<file path="src/hdl/nsp_pkg.sv">
// nsp_pkg: shared constants, types and helper functions for the nmea sentence parser
// used by nsp_checksum, nsp_field_decoder and nmea_sentence_parser
`default_nettype none
package nsp_pkg;

    localparam int MAX_WORDS_DEF      = 32;
    localparam int MAX_WORD_CHARS_DEF = 16;

    localparam logic [7:0] C_DOLLAR = 8'h24;
    localparam logic [7:0] C_STAR   = 8'h2A;
    localparam logic [7:0] C_COMMA  = 8'h2C;
    localparam logic [7:0] C_DOT    = 8'h2E;
    localparam logic [7:0] C_CR     = 8'h0D;
    localparam logic [7:0] C_LF     = 8'h0A;
    localparam logic [7:0] C_ZERO   = 8'h30;
    localparam logic [7:0] C_SOUTH  = 8'h53;
    localparam logic [7:0] C_WEST   = 8'h57;
    localparam logic [7:0] C_VOID   = 8'h56;

    // header match codes
    localparam logic [1:0] HM_OTHER  = 2'd0;
    localparam logic [1:0] HM_GGA    = 2'd1;
    localparam logic [1:0] HM_RMC    = 2'd2;
    localparam logic [1:0] HM_PREFIX = 2'd3;

    // sentence kind codes
    localparam logic [1:0] KIND_GGA   = 2'd0;
    localparam logic [1:0] KIND_RMC   = 2'd1;
    localparam logic [1:0] KIND_OTHER = 2'd2;

    localparam int LAT_W = 27;
    localparam int LON_W = 28;
    localparam int MAG_W = 30;
    localparam logic [MAG_W-1:0] LAT_MAX = MAG_W'(54000000);
    localparam logic [MAG_W-1:0] LON_MAX = MAG_W'(108000000);

    // per-byte events from the framing logic
    typedef struct packed {
        logic       start;
        logic       take;
        logic [7:0] ch;
    } t_byte_ev;

    // decoded sentence fields with the final word closed
    typedef struct packed {
        logic [1:0]       hm;
        logic             fix;
        logic             south;
        logic             west;
        logic [6:0]       sats;
        logic [6:0]       hour;
        logic [6:0]       minute;
        logic [6:0]       second;
        logic [6:0]       day;
        logic [6:0]       month;
        logic [6:0]       year;
        logic [LAT_W-2:0] lat_mag;
        logic [LON_W-2:0] lon_mag;
    } t_fields;

    function automatic logic f_is_digit(input logic [7:0] c);
        return (c >= 8'h30) && (c <= 8'h39);
    endfunction

    function automatic logic [3:0] f_digit(input logic [7:0] c);
        logic [7:0] d;
        d = c - C_ZERO;
        return f_is_digit(c) ? d[3:0] : 4'd0;
    endfunction

    // {valid, value} of one hex character
    function automatic logic [4:0] f_hex(input logic [7:0] c);
        logic [7:0] d;
        d = 8'd0;
        if (c >= 8'h30 && c <= 8'h39) begin
            d = c - 8'h30;
            return {1'b1, d[3:0]};
        end else if (c >= 8'h41 && c <= 8'h46) begin
            d = c - 8'h37;
            return {1'b1, d[3:0]};
        end else if (c >= 8'h61 && c <= 8'h66) begin
            d = c - 8'h57;
            return {1'b1, d[3:0]};
        end
        return 5'd0;
    endfunction

    // quotient by 100 for values below 1000
    function automatic logic [3:0] f_div100(input logic [9:0] t);
        logic [3:0] q;
        q = 4'd0;
        for (int i = 1; i < 10; i++) begin
            if (t >= 10'(i * 100)) q = q + 4'd1;
        end
        return q;
    endfunction

    // weight of the next fraction digit in ten-thousandths
    function automatic logic [9:0] f_frac_weight(input logic [2:0] cnt);
        unique case (cnt)
            3'd1:    return 10'd1000;
            3'd2:    return 10'd100;
            3'd3:    return 10'd10;
            default: return 10'd1;
        endcase
    endfunction

    // expected header character at position k
    function automatic logic [7:0] f_hdr_char(input logic rmc, input logic [2:0] k);
        unique case (k)
            3'd0:    return C_DOLLAR;
            3'd1:    return 8'h47;
            3'd2:    return 8'h50;
            3'd3:    return rmc ? 8'h52 : 8'h47;
            3'd4:    return rmc ? 8'h4D : 8'h47;
            3'd5:    return rmc ? 8'h43 : 8'h41;
            default: return 8'h00;
        endcase
    endfunction

endpackage
`default_nettype wire

</file>
<file path="src/hdl/nsp_checksum.sv">
// nsp_checksum: running xor between '$' and '*' and decode of the two hex digits after '*'
// depends on nsp_pkg
`default_nettype none
module nsp_checksum (
    input  wire logic              i_clk,
    input  wire logic              i_rst_n,
    input  wire nsp_pkg::t_byte_ev i_ev,
    output logic                   o_ok
);

    logic       r_in_region, n_in_region;
    logic       r_taking, n_taking;
    logic [7:0] r_calc, n_calc;
    logic [7:0] r_recv, n_recv;
    logic [1:0] r_cnt, n_cnt;
    logic [4:0] hex;

    assign hex  = nsp_pkg::f_hex(i_ev.ch);
    assign o_ok = (r_cnt == 2'd2) && (r_recv == r_calc);

    always_comb begin
        n_in_region = r_in_region;
        n_taking    = r_taking;
        n_calc      = r_calc;
        n_recv      = r_recv;
        n_cnt       = r_cnt;
        if (i_ev.start) begin
            n_in_region = 1'b1;
            n_taking    = 1'b0;
            n_calc      = 8'd0;
            n_recv      = 8'd0;
            n_cnt       = 2'd0;
        end else if (i_ev.take) begin
            n_in_region = r_in_region && (i_ev.ch != nsp_pkg::C_STAR);
            if (n_in_region) n_calc = r_calc ^ i_ev.ch;
            // count 3 marks a bad character
            if (r_taking && r_cnt < 2'd2) begin
                if (hex[4]) begin
                    n_recv = {r_recv[3:0], hex[3:0]};
                    n_cnt  = r_cnt + 2'd1;
                end else begin
                    n_cnt = 2'd3;
                end
            end
            if (i_ev.ch == nsp_pkg::C_STAR) n_taking = 1'b1;
        end
    end

    always_ff @(posedge i_clk) begin
        if (!i_rst_n) begin
            r_in_region <= 1'b0;
            r_taking    <= 1'b0;
            r_calc      <= 8'd0;
            r_recv      <= 8'd0;
            r_cnt       <= 2'd0;
        end else begin
            r_in_region <= n_in_region;
            r_taking    <= n_taking;
            r_calc      <= n_calc;
            r_recv      <= n_recv;
            r_cnt       <= n_cnt;
        end
    end

endmodule
`default_nettype wire

</file>
<file path="src/hdl/nsp_field_decoder.sv">
// nsp_field_decoder: word splitting, header match and field accumulation
// depends on nsp_pkg
`default_nettype none
module nsp_field_decoder #(
    parameter int MAX_WORDS      = nsp_pkg::MAX_WORDS_DEF,
    parameter int MAX_WORD_CHARS = nsp_pkg::MAX_WORD_CHARS_DEF
) (
    input  wire logic              i_clk,
    input  wire nsp_pkg::t_byte_ev i_ev,
    output nsp_pkg::t_fields       o_fields
);

    localparam int WI_W  = $clog2(MAX_WORDS);
    localparam int CI_W  = $clog2(MAX_WORD_CHARS + 1);
    localparam int LM_W  = nsp_pkg::LAT_W - 1;
    localparam int NM_W  = nsp_pkg::LON_W - 1;

    logic [WI_W-1:0] r_word, n_word;
    logic [CI_W-1:0] r_char, n_char;
    logic [1:0]      r_hm, n_hm;
    logic [6:0]      r_td [6];
    logic [6:0]      n_td [6];
    logic [LM_W-1:0] r_lat, n_lat;
    logic [NM_W-1:0] r_lon, n_lon;
    logic            r_fix, n_fix;
    logic            r_south, n_south;
    logic            r_west, n_west;
    logic [6:0]      r_sats, n_sats;
    // numeric word: integer part as hundreds and remainder, fraction in 1/10000
    logic [2:0]      r_fcnt, n_fcnt;
    logic [9:0]      r_deg, n_deg;
    logic [6:0]      r_min, n_min;
    logic [13:0]     r_frac, n_frac;

    logic [nsp_pkg::MAG_W-1:0] mag, lat_sat, lon_sat;
    logic [1:0]      ew_hm;
    logic [LM_W-1:0] ew_lat;
    logic [NM_W-1:0] ew_lon;
    logic [6:0]      ew_sats;
    logic [7:0]      c;
    logic [3:0]      d;
    logic [9:0]      t;
    logic [3:0]      q;
    logic [13:0]     deg_next;
    logic [9:0]      min_next;
    logic [2:0]      slot;
    logic [2:0]      k3;
    logic            k_lt6;
    logic            k_zero;
    logic            is_gga;
    logic            is_rmc;

    assign c      = i_ev.ch;
    assign d      = nsp_pkg::f_digit(c);
    assign k_lt6  = r_char < CI_W'(6);
    assign k_zero = r_char == '0;
    assign k3     = r_char[2:0];
    assign slot   = {1'b0, r_char[2:1]};
    assign is_gga = r_hm == nsp_pkg::HM_GGA;
    assign is_rmc = r_hm == nsp_pkg::HM_RMC;
    assign t      = 10'(r_min) * 10'd10 + 10'(d);
    assign q      = nsp_pkg::f_div100(t);
    assign deg_next = 14'(r_deg) * 14'd10 + 14'(q);
    assign min_next = t - 10'(q) * 10'd100;

    // closing the current word
    always_comb begin
        mag = nsp_pkg::MAG_W'(r_deg) * nsp_pkg::MAG_W'(600000)
            + nsp_pkg::MAG_W'(r_min) * nsp_pkg::MAG_W'(10000)
            + nsp_pkg::MAG_W'(r_frac);
        lat_sat = (mag > nsp_pkg::LAT_MAX) ? nsp_pkg::LAT_MAX : mag;
        lon_sat = (mag > nsp_pkg::LON_MAX) ? nsp_pkg::LON_MAX : mag;
        ew_hm   = r_hm;
        ew_lat  = r_lat;
        ew_lon  = r_lon;
        ew_sats = r_sats;
        if (r_word == '0) begin
            if (r_char != CI_W'(6) || r_hm == nsp_pkg::HM_PREFIX) ew_hm = nsp_pkg::HM_OTHER;
        end else if (is_gga) begin
            if (r_word == WI_W'(2)) ew_lat = lat_sat[LM_W-1:0];
            else if (r_word == WI_W'(4)) ew_lon = lon_sat[NM_W-1:0];
            else if (r_word == WI_W'(7)) ew_sats = (r_deg != 10'd0) ? 7'd99 : r_min;
        end
    end

    always_comb begin
        o_fields.hm      = ew_hm;
        o_fields.fix     = r_fix;
        o_fields.south   = r_south;
        o_fields.west    = r_west;
        o_fields.sats    = ew_sats;
        o_fields.hour    = r_td[0];
        o_fields.minute  = r_td[1];
        o_fields.second  = r_td[2];
        o_fields.day     = r_td[3];
        o_fields.month   = r_td[4];
        o_fields.year    = r_td[5];
        o_fields.lat_mag = ew_lat;
        o_fields.lon_mag = ew_lon;
    end

    always_comb begin
        n_word  = r_word;
        n_char  = r_char;
        n_hm    = r_hm;
        n_td    = r_td;
        n_lat   = r_lat;
        n_lon   = r_lon;
        n_fix   = r_fix;
        n_south = r_south;
        n_west  = r_west;
        n_sats  = r_sats;
        n_fcnt  = r_fcnt;
        n_deg   = r_deg;
        n_min   = r_min;
        n_frac  = r_frac;
        if (i_ev.start) begin
            n_word  = '0;
            n_char  = CI_W'(1);
            n_hm    = nsp_pkg::HM_PREFIX;
            for (int i = 0; i < 6; i++) n_td[i] = 7'd0;
            n_lat   = '0;
            n_lon   = '0;
            n_fix   = 1'b1;
            n_south = 1'b0;
            n_west  = 1'b0;
            n_sats  = 7'd0;
            n_fcnt  = 3'd0;
            n_deg   = 10'd0;
            n_min   = 7'd0;
            n_frac  = 14'd0;
        end else if (i_ev.take) begin
            if (c == nsp_pkg::C_COMMA) begin
                n_hm   = ew_hm;
                n_lat  = ew_lat;
                n_lon  = ew_lon;
                n_sats = ew_sats;
                if (r_word < WI_W'(MAX_WORDS - 1)) n_word = r_word + WI_W'(1);
                n_char = '0;
                n_fcnt = 3'd0;
                n_deg  = 10'd0;
                n_min  = 7'd0;
                n_frac = 14'd0;
            end else if (r_char < CI_W'(MAX_WORD_CHARS)) begin
                n_char = r_char + CI_W'(1);
                if (r_word == '0) begin
                    if (r_hm != nsp_pkg::HM_OTHER) begin
                        if (!k_lt6) begin
                            n_hm = nsp_pkg::HM_OTHER;
                        end else if (r_hm == nsp_pkg::HM_PREFIX) begin
                            if (k3 < 3'd3) begin
                                if (c != nsp_pkg::f_hdr_char(1'b0, k3)) n_hm = nsp_pkg::HM_OTHER;
                            end else if (c == nsp_pkg::f_hdr_char(1'b0, k3)) begin
                                n_hm = nsp_pkg::HM_GGA;
                            end else if (c == nsp_pkg::f_hdr_char(1'b1, k3)) begin
                                n_hm = nsp_pkg::HM_RMC;
                            end else begin
                                n_hm = nsp_pkg::HM_OTHER;
                            end
                        end else if (c != nsp_pkg::f_hdr_char(is_rmc, k3)) begin
                            n_hm = nsp_pkg::HM_OTHER;
                        end
                    end
                end else if (r_word == WI_W'(1)) begin
                    if (k_lt6) begin
                        if (!r_char[0]) n_td[slot] = 7'(d) * 7'd10;
                        else n_td[slot] = r_td[slot] + 7'(d);
                    end
                end else if (is_gga) begin
                    if (r_word == WI_W'(2) || r_word == WI_W'(4) || r_word == WI_W'(7)) begin
                        if (c == nsp_pkg::C_DOT && r_fcnt == 3'd0) begin
                            n_fcnt = 3'd1;
                        end else if (nsp_pkg::f_is_digit(c)) begin
                            if (r_fcnt == 3'd0) begin
                                // integer part saturates at 99999
                                if (deg_next > 14'd999) begin
                                    n_deg = 10'd999;
                                    n_min = 7'd99;
                                end else begin
                                    n_deg = deg_next[9:0];
                                    n_min = min_next[6:0];
                                end
                            end else if (r_fcnt < 3'd5) begin
                                n_frac = r_frac + 14'(d) * 14'(nsp_pkg::f_frac_weight(r_fcnt));
                                n_fcnt = r_fcnt + 3'd1;
                            end
                        end
                    end else if (r_word == WI_W'(3) && k_zero) begin
                        n_south = c == nsp_pkg::C_SOUTH;
                    end else if (r_word == WI_W'(5) && k_zero) begin
                        n_west = c == nsp_pkg::C_WEST;
                    end else if (r_word == WI_W'(6) && k_zero && c == nsp_pkg::C_ZERO) begin
                        n_fix = 1'b0;
                    end
                end else if (is_rmc) begin
                    if (r_word == WI_W'(2) && k_zero && c == nsp_pkg::C_VOID) begin
                        n_fix = 1'b0;
                    end else if (r_word == WI_W'(9) && k_lt6) begin
                        if (!r_char[0]) n_td[slot + 3'd3] = 7'(d) * 7'd10;
                        else n_td[slot + 3'd3] = r_td[slot + 3'd3] + 7'(d);
                    end
                end
            end
        end
    end

    always_ff @(posedge i_clk) begin
        r_word  <= n_word;
        r_char  <= n_char;
        r_hm    <= n_hm;
        r_td    <= n_td;
        r_lat   <= n_lat;
        r_lon   <= n_lon;
        r_fix   <= n_fix;
        r_south <= n_south;
        r_west  <= n_west;
        r_sats  <= n_sats;
        r_fcnt  <= n_fcnt;
        r_deg   <= n_deg;
        r_min   <= n_min;
        r_frac  <= n_frac;
    end

endmodule
`default_nettype wire

</file>
<file path="src/hdl/nmea_sentence_parser.sv">
// nmea_sentence_parser: top level, sentence framing, commit of stored values, result register
// depends on nsp_pkg, nsp_checksum, nsp_field_decoder
`default_nettype none
// Takes one NMEA character per request and gives one result per CR or LF that ends a
// sentence started by '$'. A byte is taken in every unstalled clock cycle: all parsing is done
// incrementally in the cycle the byte is accepted, and the result register is loaded in that
// same cycle. Only a line-end byte waits while an earlier result is still untaken; other bytes
// keep flowing. GGA time, position and satellites and RMC date are committed to the stored
// values only on a matching checksum, and each result shows the stored values after commit.
module nmea_sentence_parser #(
    parameter int MAX_WORDS      = nsp_pkg::MAX_WORDS_DEF,
    parameter int MAX_WORD_CHARS = nsp_pkg::MAX_WORD_CHARS_DEF
) (
    input  wire logic                            i_clk,
    input  wire logic                            i_rst_n,
    input  wire logic                            i_rx_valid,
    output logic                                 o_rx_ready,
    input  wire logic [7:0]                      i_rx_byte,
    output logic                                 o_res_valid,
    input  wire logic                            i_res_ready,
    output logic [1:0]                           o_sentence_kind,
    output logic                                 o_checksum_ok,
    output logic                                 o_fix_valid,
    output logic [6:0]                           o_utc_hour,
    output logic [6:0]                           o_utc_minute,
    output logic [6:0]                           o_utc_second,
    output logic [6:0]                           o_date_day,
    output logic [6:0]                           o_date_month,
    output logic [6:0]                           o_date_year,
    output logic signed [nsp_pkg::LAT_W-1:0]     o_latitude_position,
    output logic signed [nsp_pkg::LON_W-1:0]     o_longitude_position,
    output logic [6:0]                           o_satellites_used
);

    localparam int LAT_W = nsp_pkg::LAT_W;
    localparam int LON_W = nsp_pkg::LON_W;

    logic r_in_sentence, n_in_sentence;
    logic r_res_valid, n_res_valid;
    logic [1:0] r_kind;
    logic r_ok;
    logic r_fix;
    logic [6:0] r_hour, r_minute, r_second, r_day, r_month, r_year, r_sats;
    logic signed [LAT_W-1:0] r_lat;
    logic signed [LON_W-1:0] r_lon;

    nsp_pkg::t_byte_ev ev;
    nsp_pkg::t_fields  fields;
    logic accept;
    logic is_eol;
    logic eol_fire;
    logic ok;
    logic [1:0] kind;

    assign is_eol = (i_rx_byte == nsp_pkg::C_CR) || (i_rx_byte == nsp_pkg::C_LF);
    // only a line end needs the result register
    assign o_rx_ready = !r_res_valid || i_res_ready || !(r_in_sentence && is_eol);
    assign accept     = i_rx_valid && o_rx_ready;
    assign eol_fire   = accept && r_in_sentence && is_eol;

    assign ev.start = accept && (i_rx_byte == nsp_pkg::C_DOLLAR);
    assign ev.take  = accept && r_in_sentence && !is_eol && (i_rx_byte != nsp_pkg::C_DOLLAR);
    assign ev.ch    = i_rx_byte;

    nsp_checksum u_checksum (
        .i_clk   (i_clk),
        .i_rst_n (i_rst_n),
        .i_ev    (ev),
        .o_ok    (ok)
    );

    nsp_field_decoder #(
        .MAX_WORDS      (MAX_WORDS),
        .MAX_WORD_CHARS (MAX_WORD_CHARS)
    ) u_fields (
        .i_clk    (i_clk),
        .i_ev     (ev),
        .o_fields (fields)
    );

    always_comb begin
        unique case (fields.hm)
            nsp_pkg::HM_GGA: kind = nsp_pkg::KIND_GGA;
            nsp_pkg::HM_RMC: kind = nsp_pkg::KIND_RMC;
            default:         kind = nsp_pkg::KIND_OTHER;
        endcase
    end

    always_comb begin
        n_in_sentence = r_in_sentence;
        if (ev.start) n_in_sentence = 1'b1;
        else if (eol_fire) n_in_sentence = 1'b0;
        n_res_valid = r_res_valid;
        if (eol_fire) n_res_valid = 1'b1;
        else if (i_res_ready) n_res_valid = 1'b0;
    end

    always_ff @(posedge i_clk) begin
        if (!i_rst_n) begin
            r_in_sentence <= 1'b0;
            r_res_valid   <= 1'b0;
            r_kind        <= nsp_pkg::KIND_OTHER;
            r_ok          <= 1'b0;
            r_fix         <= 1'b0;
            r_hour        <= 7'd0;
            r_minute      <= 7'd0;
            r_second      <= 7'd0;
            r_day         <= 7'd0;
            r_month       <= 7'd0;
            r_year        <= 7'd0;
            r_sats        <= 7'd0;
            r_lat         <= '0;
            r_lon         <= '0;
        end else begin
            r_in_sentence <= n_in_sentence;
            r_res_valid   <= n_res_valid;
            if (eol_fire) begin
                r_kind <= kind;
                r_ok   <= ok;
                r_fix  <= (kind != nsp_pkg::KIND_OTHER) && fields.fix;
                // stored values change only here, so they double as result fields
                if (ok && kind == nsp_pkg::KIND_GGA) begin
                    r_hour   <= fields.hour;
                    r_minute <= fields.minute;
                    r_second <= fields.second;
                    r_sats   <= fields.sats;
                    r_lat    <= fields.south ? LAT_W'(0) - {1'b0, fields.lat_mag}
                                             : {1'b0, fields.lat_mag};
                    r_lon    <= fields.west ? LON_W'(0) - {1'b0, fields.lon_mag}
                                            : {1'b0, fields.lon_mag};
                end else if (ok && kind == nsp_pkg::KIND_RMC) begin
                    r_day   <= fields.day;
                    r_month <= fields.month;
                    r_year  <= fields.year;
                end
            end
        end
    end

    assign o_res_valid          = r_res_valid;
    assign o_sentence_kind      = r_kind;
    assign o_checksum_ok        = r_ok;
    assign o_fix_valid          = r_fix;
    assign o_utc_hour           = r_hour;
    assign o_utc_minute         = r_minute;
    assign o_utc_second         = r_second;
    assign o_date_day           = r_day;
    assign o_date_month         = r_month;
    assign o_date_year          = r_year;
    assign o_latitude_position  = r_lat;
    assign o_longitude_position = r_lon;
    assign o_satellites_used    = r_sats;

endmodule
`default_nettype wire

</file>
<file path="config.mk">
export PLATFORM = sky130hd
export DESIGN_NAME = nmea_sentence_parser
export DESIGN_NICKNAME = d
export VERILOG_FILES = /design/src/hdl/nsp_pkg.sv /design/src/hdl/nsp_checksum.sv /design/src/hdl/nsp_field_decoder.sv /design/src/hdl/nmea_sentence_parser.sv
export SDC_FILE = /design/constraint.sdc
export NUM_CORES = 1
export LEC_CHECK = 0
export BUFFER_PORTS_ARGS = -buffer_cell sky130_fd_sc_hd__buf_2
export CAP_MARGIN = 0
export CORE_ASPECT_RATIO = 1.1
export CORE_MARGIN = 10
export CORE_UTILIZATION = 44
export CTS_CLUSTER_SIZE = 10
export DETAILED_ROUTE_END_ITERATION = 12
export PLACE_DENSITY_LB_ADDON = 0.08
export SLEW_MARGIN = 10
export SYNTH_ARGS = -nofsm -noshare
export SYNTH_HDL_FRONTEND = slang
export SYNTH_HIERARCHICAL = 1
export SYNTH_SLANG_ARGS = --single-unit
</file>
<file path="constraint.sdc">
create_clock -name i_clk -period 16.5 [get_ports i_clk]
set_input_delay 0.825 -clock i_clk [delete_from_list [all_inputs] [get_ports i_clk]]
set_output_delay 0.825 -clock i_clk [all_outputs]
set_load 0.05 [all_outputs]
</file>
==> out/metrics.cfg, run 1 <==
[cells_and_area]
synthToLayoutAreaGrowth_pct=8.880
fin_nets=3269
finalInstanceArea_um2=25820
ff_latch_area_um2=5627
fin_cells=3620
multi_input_area_um2=16570
fill_cells=5322
drive_above_1_share=0.09506

[power]
power_frac_seq=0.466
power_leakage_uw=0.01189
p_sw_uw=342.5
peakVddDrop_v=0.00004780
sw_frac_of_total=0.2343
clkPwrFrac=0.495
p_int_uw=1119
comb_power_share=0.039
p_per_area_nw_per_um2=56.62

[synth]
ys.flop_type=dfxtp_1
async_flop_share=0
netlist_top_cells_area=dfxtp_1 24%, ha_1 14%, fa_1 6.6%, nand2_1 4.8%, a21oi_1 4.4%
yosys_warnings=6
yosysTopAreaCell=dfxtp_1
synth_cell_types=110
postSynthAreaPerCell_um2=8.222
syn-cell-area_um2=23710
yosys.area.top_type_share=0.2372
yosysMostFrequentCell=nand2_1
syn_inst=2884
ys_top_cells_by_count=304 x nand2_1, 281 x dfxtp_1, 258 x ha_1, 250 x inv_1, 236 x nor2_1
synth_nets=3232
synth-edff-count=0
yosysSeqAreaShare=0.2372
ys_ff_latch=281

[die]
die_area_um2=63590
pin_count=122
initial_core_util=0.4436
core-area_um2=53450
rows=89
die_w_um=241.3
die_h_um=263.5

[worst_setup_path]
end_kind=register
cp_slowest_cell=a21boi_1
cp-startpoint=i_rx_byte[4]
cp_max_fo=17
critical_path_required_ns=16.93
critPathLaunchType=input pin
crit_type=in -> reg
r2r_slack_ns=6.45
max_stage_delay_ns=0.58
reg2reg_from=u_fields/r_deg[1]
arrival_ns=10.71

[clock_network]
cts-root-buf=clkbuf_16
hold_buffers=0
cts_resized=0
tritoncts=done
cts_max_path_buffers=3
path_clk_slew_ns=0.06
post_cts_buffers=0
numClockSinks=281
cts_buffers=36
h-tree-depth=2
clk_latency_ns=0.54

[hold_path]
min_path_type=reg -> reg
min-delay-start=u_fields/r_lat[0]

[grt]
grt_pass1_vias=19890
track_usage=0.2091
grt_overflow=0
grt_max_degree=114
grt_first_pass_wirelength_um=109100
antenna_found_initial=0

[detailed_routing]
highest_layer=met4
avgViaCountPerCell=5.737
vias=20770
antenna_left=0
drt-total-wl_um=68000
wl_met1_um=31930
dr.pass1.iters=7
wl_met3_um=3608
drt_iter0_drc=1624
met2WireLength_um=31380
drc=0
wl_per_cell_um=18.78

[job]
maxCapViolCount=0

[place]
portBuffers=121
globalplace.congestion=0.9194
hpwl_um=51900
place_ws_ns=5.667
placed_cell_area_um2=24770
dp_cells=3565

[timing]
finalSetupViolCount=0
layout_min_cycle_time_ns=10.28
slew_headroom=0.2509
worst_slew_pin_slew_ns=1.120
final.setup.worst_slack_ns=6.224
timing.setup.tns_ns=0
skew_ns=0.01310
fin_crit_sh=0.6228
hold_viol=0
drv_slew=0
rsz0062_at_grt=no
fmax_ghz=0.09731

[run_status]
status=finished clean

-- state kept, by name (all words and copies together) (netlist names), 3 cells and up --
signal	flops
u_fields/r_sats	7
o_satellites_used	7
o_latitude_position	27
u_fields/r_frac	14
o_date_month	7
o_longitude_position	28
o_utc_minute	7
u_fields/r_lon	27
u_fields/r_min	7
u_checksum/r_recv	8
o_utc_hour	7
u_fields/o_fields	42
u_fields/r_lat	26
u_fields/r_deg	10
o_utc_second	7
o_date_year	7
u_fields/r_char	5
u_fields/r_word	5
u_fields/r_fcnt	3
u_checksum/r_calc	8
o_date_day	7
-- worst paths after layout --
| kind | endpoint | depth (start not counted) |
|---|---|---|
| setup / recovery | u_fields/r_min[6] | 41 |
| hold reg to reg | u_fields/r_lat[0] | 2 |
| setup reg to reg | o_longitude_position[26] | 33 |
| hold / removal | u_fields/r_lat[0] | 2 |
-- area by class of cell --
| type | count | share of cell area |
|---|---|---|
| well taps | 682 | 0.03305 |
| clock inverters | 7 | 0.003005 |
| diodes | 3 | 0.0002908 |
| flip-flops and latches | 281 | 0.2179 |
| inverters | 250 | 0.03635 |
| repair buffers | 145 | 0.03043 |
| multi-input cells | 2207 | 0.6420 |
| clock buffers | 45 | 0.03698 |
-- power groups by stage --
stage               clock network, uW  logic [uW]  registers, uW
CTS                               745        55.5            681
global route                      769        61.7            681
detailed placement                  0        55.2            696
floorplan                           0        39.6            696
global placement                    0        55.0            696
finish                            724        56.4            682
-- layout by cell type, fill, tap and decap left out, types with 47 or more instances in the layout --
| master | n |
|---|---|
| nand2_1 | 304 |
| dfxtp_1 | 280 |
| ha_1 | 258 |
| inv_1 | 250 |
| nor2_1 | 234 |
| a21oi_1 | 208 |
| o21ai_0 | 123 |
| buf_2 | 121 |
| xor2_1 | 97 |
| xnor2_1 | 85 |
| fa_1 | 78 |
| nor2b_1 | 52 |
| nor3_1 | 51 |
| nand4_1 | 47 |
-- logic make-up (layout without fill, tap and decap cells) --
| kind of cell | after synthesis | in the layout | synth area share |
|---|---|---|---|
| mux | 58 | 58 | 0.03187 |
| xor+xnor | 188 | 188 | 0.07245 |
| fa+ha+maj | 339 | 339 | 0.2033 |
| compound gates | 726 | 726 | 0.2068 |
| flops | 281 | 281 | 0.2372 |
| buf+inv | 396 | 447 | 0.06580 |
| simple gates | 896 | 896 | 0.1825 |
| other cells | 0 | 3 | 0 |
-- metal layers --
metal  GRT usage  up-vias
met5           0        -
met4     0.04727        0
met3     0.02195       66
met2      0.3394      512
met1      0.2916     9969
li1            -    10220
-- per-stage QoR --
step | utilization | hold WS [ns] | power (uW)
floorplan | - | 0.4313 | 735.7
global placement | 0.4635 | 0.4382 | 751.1
detailed placement | 0.4635 | 0.4435 | 751.4
CTS | 0.4828 | 0.4518 | 1482
global route | 0.4829 | 0.4716 | 1512
finish | 0.4830 | 0.4509 | 1462
-- worst max-delay path, delay by kind of cell --
family          cells  cell delay, ns
compound gates     11            2.64
fa+ha+maj           8            2.45
xor+xnor            5            1.32
simple gates       13            2.60
buf+inv             4            0.87
(Power assumes the default switching activity.)
==> run 2, diff against run 1 <==
==> constraint.sdc (replaced) <==
create_clock -name i_clk -period 10.45 [get_ports i_clk]
set_input_delay 0.5225 -clock i_clk [delete_from_list [all_inputs] [get_ports i_clk]]
set_output_delay 0.5225 -clock i_clk [all_outputs]
set_load 0.05 [all_outputs]
==> run 2 against run 1 <==
  * Global-route usage up 0.57 points
  * Via count rose by 0.69%
  * Critical endpoint is now o_longitude_position[18]
  * Largest power group unchanged
  * Die area did not move
  * Sequential cell count did not move
  * Sequential power is 58% higher
  * First-iteration DRC count increased by 7.3%
  * Wire length rose by 2.8%
  * Count of clock-buffer cells in the layout shrank 2
==> out/metrics.cfg, run 2 (synthesis results as in run 1) <==
[die]
die_area_um2=63590  ; unchanged
core-area_um2=53450  ; unchanged
initial_core_util=0.4436  ; unchanged
rows=89  ; unchanged
die_w_um=241.3  ; unchanged
die_h_um=263.5  ; unchanged
pin_count=122  ; unchanged

[timing]
finalSetupViolCount=0  ; unchanged
fin_crit_sh=0.9188
skew_ns=0.02705  ; +0.01395 ns
worst_slew_pin_slew_ns=1.116  ; -0.003359 ns
drv_slew=0  ; unchanged
hold_viol=0  ; unchanged
layout_min_cycle_time_ns=9.602
timing.setup.tns_ns=0  ; unchanged
slew_headroom=0.2531  ; +0.002248
fmax_ghz=0.1042
whs_ns=0.3373  ; -0.1135 ns
rsz0062_at_grt=no

[worst_setup_path]
critical_path_required_ns=10.86  ; -6.07 ns
crit_type=reg -> reg
reg2reg_from=u_fields/r_deg[3]
cp_max_fo=11  ; -6
cp_slowest_cell=or4_1
crit_path_frequent_cell=ha_1
max_stage_delay_ns=0.72  ; +0.14 ns
arrival_ns=10.01  ; -0.70 ns
path_buf_inv=5  ; +1
r2r_slack_ns=0.85  ; -5.60 ns
critPathTopFamily=adder cells
end_kind=register
reg2regPathDepth=33  ; unchanged
critPathLaunchType=register
timing.rr.end=o_longitude_position[18]

[cells_and_area]
fin_nets=3289  ; +0.61%
num_antenna_cells=0  ; -3
largest_reg_flops=42  ; unchanged
layout_commonest_cell=nand2_1
synthToLayoutAreaGrowth_pct=9.788
final_cell_mix=304 x nand2_1, 280 x dfxtp_1, 258 x ha_1
drive_above_1_share=0.1023  ; +0.007209

[grt]
grt_first_pass_wirelength_um=111000  ; +1.8%
grt_pass1_vias=19850  ; -0.20%
grt_max_degree=114  ; unchanged
met1_usage=0.3044  ; +0.01285
grtUsageMet2=0.3354  ; -0.004037
top_usage_layer=met2
use_met3=0.02874  ; +0.006793
antenna_found_initial=2  ; +2
track_usage=0.2148  ; +0.005718
grt_overflow=0  ; unchanged

[detailed_routing]
drt-total-wl_um=69890  ; +2.8%
vias=20910  ; +0.69%
drc=0  ; unchanged
dr.pass1.iters=5  ; -2
wl_per_cell_um=19.23  ; +2.3%
avgViaCountPerCell=5.753  ; +0.28%
antenna_left=0  ; unchanged
drt_iter0_drc=1743  ; +7.3%

[power]
power_leakage_uw=0.01203  ; +1.2%
p_per_area_nw_per_um2=90.56  ; +60%
peakVddDrop_v=0.00008498  ; +78%

[place]
globalplace.congestion=0.8994  ; -2.2%
hpwl_um=53520  ; +3.1%
portBuffers=121  ; unchanged

[clock_network]
numClockSinks=281  ; unchanged
cts_max_path_buffers=3  ; unchanged
post_cts_buffers=0  ; unchanged
hold_buffers=0  ; unchanged
h-tree-depth=2  ; unchanged
cts_resized=0  ; unchanged
path_clk_slew_ns=0.06  ; about the same
clk_latency_ns=0.57  ; +0.03 ns
tritoncts=done
cts-root-buf=clkbuf_16
cts_buffers=36  ; unchanged

[hold_path]
min-delay-start=i_res_ready
min_to=o_res_valid
min_path_type=in -> reg
timing.hold.worst_path_depth=3  ; +1

[job]
maxCapViolCount=0  ; unchanged

[run_status]
status=finished clean

-- run 2: changes by cell type in the layout (fill, tap and decap cells not counted), sizes merged --
| cell | previous run | this run |
|---|---|---|
| buf | 145 | 165 |
| bufinv | 1 | 2 |
| clkbuf | 45 | 43 |
| clkinv | 4 | 3 |
| clkinvlp | 1 | 0 |
| diode | 3 | 0 |
| inv | 251 | 252 |
-- run 2: worst register-to-register path, delay by kind of cell (launching register included) --
family | cells | cell delay, ns
xor gates and xnor gates | 3 | 0.91
buffers and inverters | 5 | 0.36
and+or+nand+nor | 5 | 2.17
DFF | 1 | 0.52
AOI/OAI and AO/OA | 12 | 2.67
adders and majority gates | 8 | 2.85
-- run 2: routing by layer --
metal / vias to the layer above / share of wire / wire length (um)
li1: 10240 / - / -
met1: 10060 / 0.47 / 32770
met2: 542 / 0.46 / 31830
met3: 78 / 0.056 / 3932
met4: 2 / 0.019 / 1336
met5: - / 0.00019 / 13
-- run 2: area by class of cell --
class,count,area [um2]
inverters,250,938.4
repair buffers,165,948.4
fillers,5382,27420
clock inverters,7,118.9
multi-input cells,2207,16570
clock buffers,43,977.2
well taps,682,853.3
flip-flops and latches,281,5627
-- run 2: metrics by stage --
step | instances | util | setup WS (ns) | area, um2 | total power [uW]
floorplan | 2884 | - | 1.386 | 23710 | 1162
global placement | 3585 | 0.4664 | 0.7631 | 24930 | 1186
detailed placement | 3585 | 0.4664 | 0.4804 | 24930 | 1187
CTS | 3635 | 0.4869 | 0.8612 | 26030 | 2388
global route | 3635 | 0.4871 | 0.2632 | 26030 | 2436
finish | 3635 | 0.4871 | 0.8485 | 26030 | 2358
-- run 2: worst max-delay path by stage --
stage	from	to	slack [ns]	cells after the start
final	u_fields/r_deg[3]	o_longitude_position[18]	0.85	33
after global routing	u_fields/r_min[1]	u_fields/r_deg[2]	0.26	35
after CTS	u_fields/r_min[1]	u_fields/r_deg[2]	0.86	35
after detailed placement	i_rx_byte[4]	u_fields/r_deg[2]	0.48	40
after global placement	i_rx_byte[4]	u_fields/r_deg[2]	0.76	42
after floorplan	i_rx_byte[4]	u_fields/r_deg[3]	1.39	43
-- run 2: report_power, final --
part	total, uW	internal, uW	switching, uW	leakage, uW
registers	1080	1070	1.66	0.00226
clock network	1190	709	483	0.000539
logic	89.5	29.1	60.4	0.00923
total	2360	1810	545	0.0120
==> run 3, diff against run 2 <==
==> constraint.sdc (replaced) <==
create_clock -name i_clk -period 7.9 [get_ports i_clk]
set_input_delay 0.395 -clock i_clk [delete_from_list [all_inputs] [get_ports i_clk]]
set_output_delay 0.395 -clock i_clk [all_outputs]
set_load 0.05 [all_outputs]
==> run 3 against run 2 <==
  * The flow now finishes with violations (negative setup slack)
  * First-iteration DRC count down 20%
  * Largest cell class unchanged
  * Sequential power up 31%
  * Register-to-register slack worse by 0.94 ns
  * Global-route usage up 0.32 points
  * Clock skew down 0.0034 ns
  * Sequential cell count unchanged
  * Critical endpoint is now o_longitude_position[23]
==> out/metrics.cfg, run 3 (synthesis results as in run 1) <==
[worst_setup_path]
critPathLaunchType=register
critical_path_required_ns=8.31  ; -2.55 ns
cp-startpoint=u_fields/r_deg[6]
crit_type=reg -> reg
reg2reg_from=u_fields/r_deg[6]
end_kind=register
max_stage_delay_ns=0.57  ; -0.15 ns
cp_max_fo=7  ; -4
crit_path_frequent_cell=fa_1
cp_slowest_cell=or4_4
reg2regPathDepth=30  ; -9.1%
arrival_ns=8.40  ; -1.61 ns
worstSetupEndpoint=o_longitude_position[23]
r2r_slack_ns=-0.09  ; -0.94 ns
timing.rr.end=o_longitude_position[23]

[timing]
layout_min_cycle_time_ns=7.990  ; -1.612 ns
slew_headroom=0.08504  ; -0.1681
worst_slew_pin_slew_ns=1.371  ; +0.2544 ns
fmax_ghz=0.1252  ; +20%
fin_crit_sh=1.011  ; +0.09254
hold_viol=0  ; unchanged
finalSetupViolCount=11  ; +11
rsz0062_at_grt=yes
final.setup.worst_slack_ns=-0.08965  ; -0.9381 ns
drv_slew=0  ; unchanged
skew_ns=0.02368  ; -0.003368 ns

[detailed_routing]
dr.pass1.iters=5  ; unchanged
drt_iter0_drc=1397  ; -20%
antenna_left=0  ; unchanged
drc=0  ; unchanged
avgViaCountPerCell=5.627  ; -2.2%
wl_per_cell_um=18.49  ; -3.8%
drt-total-wl_um=72370  ; +3.6%
vias=22020  ; +5.3%

[power]
p_int_uw=2370  ; +31%
clkPwrFrac=0.499  ; -0.007
power_frac_seq=0.459  ; +0.003
p_per_area_nw_per_um2=104.9  ; +16%
p_sw_uw=724.5  ; +33%
power_leakage_uw=0.01357  ; +13%
peakVddDrop_v=0.0001134  ; +33%
comb_power_share=0.042  ; +0.004
sw_frac_of_total=0.2341  ; +0.002919

[die]
die_w_um=241.3  ; unchanged
rows=89  ; unchanged
die_area_um2=63590  ; unchanged
pin_count=122  ; unchanged
core-area_um2=53450  ; unchanged
die_h_um=263.5  ; unchanged
initial_core_util=0.4436  ; unchanged

[clock_network]
path_clk_slew_ns=0.05  ; about the same
tritoncts=done
cts_buffers=37  ; +2.8%
cts-root-buf=clkbuf_16
cts_max_path_buffers=3  ; unchanged
numClockSinks=281  ; unchanged
clk_latency_ns=0.55  ; -0.02 ns
h-tree-depth=2  ; unchanged

[cells_and_area]
final_cell_mix=295 x nand2_1, 290 x buf_4, 268 x dfxtp_1
drive_above_1_share=0.2341  ; +0.1318
layout_commonest_cell=nand2_1
largest_reg_flops=42  ; unchanged
synthToLayoutAreaGrowth_pct=24.47
fill_cells=4956  ; -7.9%
fin_cells=3914  ; +7.7%
fin_nets=3562  ; +8.3%
finalInstanceArea_um2=29510  ; +13%

[job]
maxCapViolCount=0  ; unchanged

[place]
dp_cells=3801  ; +6.0%
globalplace.congestion=0.8828  ; -1.8%
portBuffers=121  ; unchanged
hpwl_um=54950  ; +2.7%
placed_cell_area_um2=27050  ; +8.5%

[grt]
grt_max_degree=114  ; unchanged
track_usage=0.2181  ; +0.003218
grt_pass1_vias=21110  ; +6.3%
grt_overflow=0  ; unchanged
antenna_found_initial=1  ; -1
grt_first_pass_wirelength_um=113800  ; +2.4%

[hold_path]
min_path_type=in -> reg

[run_status]
violations=negative setup slack
status=complete, but fails checks

==> run 3: area by class of cell <==
| cell class | count | area, um2 | share of cell area |
|---|---|---|---|
| clock buffer | 48 | 1028 | 0.03485 |
| clock inverter | 7 | 48.80 | 0.001653 |
| inverter | 250 | 940.9 | 0.03188 |
| sequential | 281 | 5659 | 0.1917 |
| timing repair buffer | 437 | 3136 | 0.1062 |
| antenna | 2 | 5.005 | 0.0001696 |
| multi-input combinational | 2207 | 17840 | 0.6046 |
| tap | 682 | 853.3 | 0.02891 |
==> run 3: metrics by stage <==
stage               power (uW)  worst slack (ns)  hold WS [ns]  TNS [ns]    util
detailed placement        1578           -0.2739        0.4450    -7.193  0.5061
CTS                       3130           -0.1608        0.1997    -1.289  0.5336
global route              3206           -0.3982        0.2578    -6.459  0.5521
global placement          1576           -0.1435        0.4397    -1.585  0.5061
floorplan                 1539          -0.06399        0.4313   -0.7434       -
finish                    3095          -0.08965        0.2232   -0.4255  0.5522
==> run 3: worst min path at each step <==
stage / startpoint / to / slack, ns / cells after the start
5_1_grt: i_rx_valid / r_in_sentence / 0.26 / 4
3_5_place_dp: u_fields/r_lat[4] / u_fields/r_lat[4] / 0.45 / 2
3_3_place_gp: u_fields/r_lat[3] / u_fields/r_lat[3] / 0.44 / 2
2_1_floorplan: u_fields/r_lat[10] / u_fields/r_lat[10] / 0.43 / 2
4_1_cts: i_rx_valid / r_in_sentence / 0.20 / 4
6_report: i_rx_valid / r_in_sentence / 0.22 / 4
==> run 3: per-layer routing <==
metal | GRT usage | up-vias | routed length (um)
li1 | - | 10800 | -
met2 | 0.3621 | 550 | 34770
met3 | 0.02999 | 81 | 3782
met4 | 0.04744 | 0 | 1309
met5 | 0 | - | 0
met1 | 0.2936 | 10590 | 32510
==> run 3: timing repair <==
item / CTS / global route
endpoints found under the hold margin: 0 / 0
setup endpoints to repair: 43 / 69
gates cloned: 0 / 3
resized for setup: 43 / 143
hold buffers: 0 / 0
pin swaps: 33 / 104
buffers inserted: 26 / 28
==> run 3: power by group through the flow <==
stage	clock (uW)	sequential [uW]	combinational (uW)
2_1_floorplan	0	1450	86.9
3_3_place_gp	0	1450	124
3_5_place_dp	0	1450	126
4_1_cts	1580	1420	127
5_1_grt	1650	1420	140
6_report	1540	1420	129
==> run 3: critical path, delay by kind of cell (launching register included) <==
kind	cells	cell delay, ns
fa+ha+maj	8	3.13
simple gates	6	2.16
compound gates	8	1.39
buf+inv	5	0.41
xor+xnor	3	0.43
flops	1	0.33
